<file path="src/design/ssht_pkg.sv">
// Shared types and constants for the segment/sphere hit test block.
// No dependencies; imported by ssht_split_mul, segment_sphere_hit_test_unit and the bench.
`default_nettype none

package ssht_pkg;

    // Configuration register indexes
    localparam int CFG_INDEX_WIDTH = 8;
    localparam logic [CFG_INDEX_WIDTH-1:0] CFG_CENTER_X      = 8'd0;
    localparam logic [CFG_INDEX_WIDTH-1:0] CFG_CENTER_Y      = 8'd1;
    localparam logic [CFG_INDEX_WIDTH-1:0] CFG_CENTER_Z      = 8'd2;
    localparam logic [CFG_INDEX_WIDTH-1:0] CFG_SPHERE_RADIUS = 8'd3;

    // Pipeline depth: diffs, products, sums, compares, partials, full products, result
    localparam int NUM_STAGES = 7;

    // Stage enables handed to the split multiplier
    typedef struct packed {
        logic pp_en;   // load partial products
        logic sum_en;  // load summed product
    } ssht_mul_ctrl_t;

    // Decision flags carried alongside the wide products
    typedef struct packed {
        logic degen;      // len2 == 0
        logic ll_le_r2;   // start point inside or on the sphere
        logic ll_ge_r2;   // start point outside or on the sphere
        logic ll_gt_r2;   // start point strictly outside
        logic b_ge_zero;  // b >= 0
        logic b_le_len2;  // b <= len2
        logic ee_le_r2;   // end point inside or on the sphere
        logic ee_ge_r2;   // end point outside or on the sphere
    } ssht_flags_t;

endpackage

`default_nettype wire

</file>
<file path="src/design/ssht_split_mul.sv">
// Two-stage unsigned multiplier built from four half-width partial products.
// Depends on ssht_pkg (ssht_mul_ctrl_t).
`default_nettype none

module ssht_split_mul
    import ssht_pkg::*;
#(
    parameter int N = 34
) (
    input  wire logic             clk,
    input  wire ssht_mul_ctrl_t   ctrl,
    input  wire logic [N-1:0]     a,
    input  wire logic [N-1:0]     b,
    output logic      [2*N-1:0]   product
);

    localparam int H = (N + 1) / 2;

    logic [2*H-1:0] a_ext;
    logic [2*H-1:0] b_ext;
    logic [2*H-1:0] ll_reg;
    logic [2*H-1:0] lh_reg;
    logic [2*H-1:0] hl_reg;
    logic [2*H-1:0] hh_reg;
    logic [4*H-1:0] sum_next;
    logic [2*N-1:0] product_reg;

    assign a_ext = (2*H)'(a);
    assign b_ext = (2*H)'(b);

    // Stage one: partial products
    always_ff @(posedge clk)
    begin
        if (ctrl.pp_en)
        begin
            ll_reg <= a_ext[H-1:0]   * b_ext[H-1:0];
            lh_reg <= a_ext[H-1:0]   * b_ext[2*H-1:H];
            hl_reg <= a_ext[2*H-1:H] * b_ext[H-1:0];
            hh_reg <= a_ext[2*H-1:H] * b_ext[2*H-1:H];
        end
    end

    // Stage two: align and add
    assign sum_next = {hh_reg, ll_reg}
                    + (((4*H)'(lh_reg) + (4*H)'(hl_reg)) << H);

    always_ff @(posedge clk)
    begin
        if (ctrl.sum_en)
        begin
            product_reg <= sum_next[2*N-1:0];
        end
    end

    assign product = product_reg;

endmodule

`default_nettype wire

</file>
<file path="config.mk">
export PLATFORM = sky130hd
export DESIGN_NAME = ssht_split_mul
export DESIGN_NICKNAME = d
export VERILOG_FILES = /design/src/design/ssht_pkg.sv /design/src/design/ssht_split_mul.sv
export SDC_FILE = /design/constraint.sdc
export NUM_CORES = 2
export LEC_CHECK = 0
export BUFFER_PORTS_ARGS = -buffer_cell sky130_fd_sc_hd__buf_4
export CAP_MARGIN = 5
export CORE_MARGIN = 2
export CORE_UTILIZATION = 45
export CTS_BUF_LIST = sky130_fd_sc_hd__clkbuf_4
export DETAILED_ROUTE_END_ITERATION = 8
export PLACE_DENSITY = 0.61
export RECOVER_POWER = 100
export SLEW_MARGIN = 10
export SYNTH_ARGS = -nofsm -noshare
export SYNTH_HDL_FRONTEND = slang
export SYNTH_SLANG_ARGS = --single-unit
</file>
<file path="constraint.sdc">
create_clock -name clk -period 14.9 [get_ports clk]
set_input_delay 2.98 -clock clk [delete_from_list [all_inputs] [get_ports clk]]
set_output_delay 2.98 -clock clk [all_outputs]
set_load 0.005 [all_outputs]
</file>
== After elaboration in Yosys (flattened, before gate mapping) ==
Cells that the tools add are included.
Storage, ports and cells
  bits in registers: 204
  input port bits: 71
  output and inout bits: 68
  word-level logic and storage cells: 11
Cells by class
  $add $sub $neg: 2
  multiply operators: 4
Operators with widths (count)
  multiplier 17 x 17 -> 34 bit: 4
  adder 68 x 52 -> 68 bit: 1
  adder 34 x 34 -> 35 bit: 1

== Longest topological paths before layout ==
  depth after elaboration: 2
  depth in mapped cells: 25
  gate-level depth less buffers: 23

== Worst setup path after synthesis ==
Ideal clock, no wire load.
  path kind: input port to flip-flop
  start point: in a[31]
  end point: reg hh_reg[32], data pin
  setup time: 158 ps
  data arrival time: 8462 ps
  required time: 14742 ps
  setup slack: 6280 ps
  stages: 22
  path buffers: 2
  cells stage by stage: clkbuf_1 > clkbuf_1 > nand2_1 > fa_1 > fa_1 > inv_1 > fa_1 > fa_1 > inv_1 > fa_1 > fa_1 > inv_1 > ha_1 > a21o_1 > a21o_1 > a21oi_1 > o211ai_1 > nand2_1 > o31ai_1 > o41ai_2 > or4b_1 > o211ai_1
On the way
  cells in the longest elaborated chain, start to end: 1
Ends and longest elaborated chain
  start, declared: line ssht_split_mul.sv:12  | input wire logic [N-1:0] a,
  multiplier 17 x 17 -> 34 bit: line ssht_split_mul.sv:39  | hh_reg <= a_ext[2*H-1:H] * b_ext[2*H-1:H];
  end signal, assigned: line ssht_split_mul.sv:39
  end, declared: line ssht_split_mul.sv:24  | logic [2*H-1:0] hh_reg;
Every way passes these cells.
A chain may end at the register's enable or synchronous reset.

== Final worst setup path ==
  start point: in b[17]
  end point: reg hh_reg[32], data pin
On the way
  cells in the longest elaborated chain, start to end: 1
Ends and longest elaborated chain
  start, declared: line ssht_split_mul.sv:13  | input wire logic [N-1:0] b,
  multiplier 17 x 17 -> 34 bit: line ssht_split_mul.sv:39
Every way passes these cells.

==> reports/summary.txt <==
Hold_buf cts = 0
Horiz. Die Dim = 331 um
Initial Util = 0.455
Syn-to-layout area delta = 5.11%
Port bufs = 138
Kind of critical path = input port to flop
Post-synth EDFFs = 204
Vias = 35.2k
Max layer used = met5
Setup crit start kind = input port
Clock Path Buffers = 3
Placer's final routability congestion estimate = 0.891
Post-detail-place hpwl = 98800 um
Total Nets Final = 6671
Total gr overflow = 0
Metal3 WL = 8390 um
Max_slew headroom = -1.77
Count of final hold-check violations = 0
Ys flop type = edfxtp_1
Number of synthesized register bits = 204
Simple-gate share of the synthesized area = 0.159
Violated checks = max-capacitance violations, max-slew violations
Crit Path Max Fanout = 34
Pin count of the biggest net entering global routing = 76
Fraction of registers with async set/reset = 0
Synth Instances = 5234
Syn Nets = 6704
# rows = 119
Clk_lat worst skew = 0.88 ns
Max FFs per register = 68
Final setup fails = 0
Met2 WL = 61700 um
Vias per cell = 5.31
Largest family of logic cells by synthesized area = adder cells
Core area = 0.106 mm2
CTS tree = built
Worst slew pin tran = 4.16 ns
Drt pass-1 iters = 6
Clock transition at path regs = 0.06 ns
Initial antenna violation count = 8
Met1 wire length = 56200 um
Compound-Gate Fraction of Synth Area = 0.0690
Post-synthesis sequential area ratio = 0.127
Cell Area, Synth = 0.0480 mm2
Die height = 331 um
Multi-input gate area = 0.0368 mm2
# H-tree levels = 2
DIE AREA = 0.109 mm2
Layout cells sized above 1 = 0.0410
Adder-Cell Fraction of Synth Area = 0.505
Number of global-route vias before repair = 38.1k
Initial DRC Count = 2143
CTS root buf = clkbuf_4
Yosys warns = 0
CTS sink cnt = 204
Post-cts resize count = 0
Synth Area in XOR/XNOR = 0.0348
Tcrit/Tclk final = 0.656
First-pass GRT wire length = 214000 um
Crit path DAT = 10.45 ns
CP endpoint kind = flop
Max_cap viols = 6
Final Max Slew Viols = 268
Post-synthesis mux area share = 0.000234
Fillers = 10.2k
Min Tclk post-route = 9.78 ns
CP Data Required Time = 15.57 ns
Reg area = 0.00613 mm2
CTS buffer count = 58
Global-route usage over all layers = 0.254
Fmax = 0.102 GHz
Final wirelength = 132000 um
I/O pin count = 139
Hold WC Path Type = flop to flop
RSZ-0062 raised after global routing = no
Wirelength per Cell = 19.9 um
Netlist cell types = 75
Clock skew = 0.0631 ns
Final setup TNS = 0 ns
Mean post-synth cell area = 9.18 um2
Post-CTS Setup Inserts = 0
Outcome = complete, but fails checks
Hold slack = 0.415 ns
Drt drc = 0
Routed Antenna Nets = 0
## layer usage
layer / vias up / GRT usage
met3: 234 / 0.0386
li1: 15900 / -
met5: - / 0
met2: 1076 / 0.419
met1: 18000 / 0.335
met4: 4 / 0.105
## cells in the final DEF (no fill, tap or decap), types with 5 or more instances in the layout
master and instances:
inv_1 1111, fa_1 898, nand2_1 768, ha_1 501
and2_1 492, edfxtp_1 204, a21oi_1 185, xnor2_1 140
clkbuf_4 122, nor2_1 116, o21ai_0 92, a21o_1 84
buf_4 66, nand3_1 56, xor2_1 51, nor3_1 29
clkbuf_1 25, and3_1 23, and2_0 20, a211oi_1 20
o21bai_1 19, o21a_1 19, nor2b_1 17, nand2b_1 17
nand4_1 17, clkinv_1 15, o211ai_1 12, a31oi_1 12
or3_1 9, o31ai_1 9, clkinv_2 8, a41oi_1 7
a21boi_0 6, nor4_1 6, diode_2 5, o31a_1 5
## final cells by class
| class | count | share of cell area |
|---|---|---|
| Tap cell | 1391 | 0.0345 |
| Clock inverter | 27 | 0.00386 |
| Timing Repair Buffer | 140 | 0.0190 |
| Inverter | 1111 | 0.0826 |
| Clock buffer | 73 | 0.0109 |
| Multi-Input combinational cell | 3686 | 0.728 |
| Sequential cell | 204 | 0.121 |
| Antenna cell | 5 | 0.000248 |
## through the flow
step | cell area [um2] | setup slack [ns] | util | cells
2_1_floorplan | 48000 | 6.28 | - | 5234
3_3_place_gp | 50000 | 5.58 | 0.473 | 6532
3_5_place_dp | 50000 | 5.53 | 0.473 | 6532
4_1_cts | 50700 | 6.43 | 0.480 | 6632
5_1_grt | 50500 | 4.78 | 0.478 | 6635
6_report | 50500 | 5.12 | 0.478 | 6637
## worst max-delay path, cell delays in order
cell	delay [ns]
clkbuf_1	1.87
nand2_1	0.26
fa_1	0.66
inv_1	0.05
fa_1	0.48
fa_1	0.55
inv_1	0.05
fa_1	0.47
inv_1	0.04
ha_1	0.36
a21o_1	0.22
a21o_1	0.17
a21oi_1	0.18
nand2_1	0.09
o21ai_0	0.60
o31ai_1	0.23
o41ai_1	0.53
or4b_1	0.49
o211ai_1	0.11
## cell usage after synthesis (4+ instances only)
master,n,area share
a211oi_1,17,0.0027
a21boi_0,6,0.00094
a21o_1,84,0.013
a21oi_1,182,0.019
a31oi_1,11,0.0014
a41oi_1,5,0.00091
and2_1,512,0.067
and3_1,23,0.0030
clkbuf_1,231,0.018
edfxtp_1,204,0.13
fa_1,898,0.37
ha_1,501,0.13
inv_1,1111,0.087
nand2_1,768,0.060
nand2b_1,17,0.0022
nand3_1,55,0.0057
nand4_1,17,0.0022
nor2_1,116,0.0091
nor2b_1,17,0.0022
nor3_1,29,0.0030
nor4_1,4,0.00052
o211ai_1,12,0.0019
o21a_1,19,0.0030
o21ai_0,82,0.0085
o21ai_1,11,0.0011
o21bai_1,19,0.0030
o31a_1,5,0.00091
o31ai_1,9,0.0014
or2_2,4,0.00052
or3_1,9,0.0012
xnor2_1,140,0.026
xor2_1,51,0.0093
## kinds of logic after synthesis
family	after synthesis
compound gates	511
xor+xnor	191
fa+ha+maj	1399
buf+inv	1344
flops	204
mux	1
simple gates	1584
## worst paths after layout
check / startpoint / endpoint / slack (ns) / cells after the start
worst max register to register: lh_reg[0]$_DFFE_PP_ / product[64]$_DFFE_PP_ / 7.14 / 20
worst min-delay path: ll_reg[14]$_DFFE_PP_ / product[14]$_DFFE_PP_ / 0.41 / 0
worst min register to register: ll_reg[14]$_DFFE_PP_ / product[14]$_DFFE_PP_ / 0.41 / 0
worst max-delay path: b[17] / hh_reg[32]$_DFFE_PP_ / 5.12 / 19
Power is not shown: default switching activity piles up to over one toggle a cycle in this logic, so the estimate is an artifact.
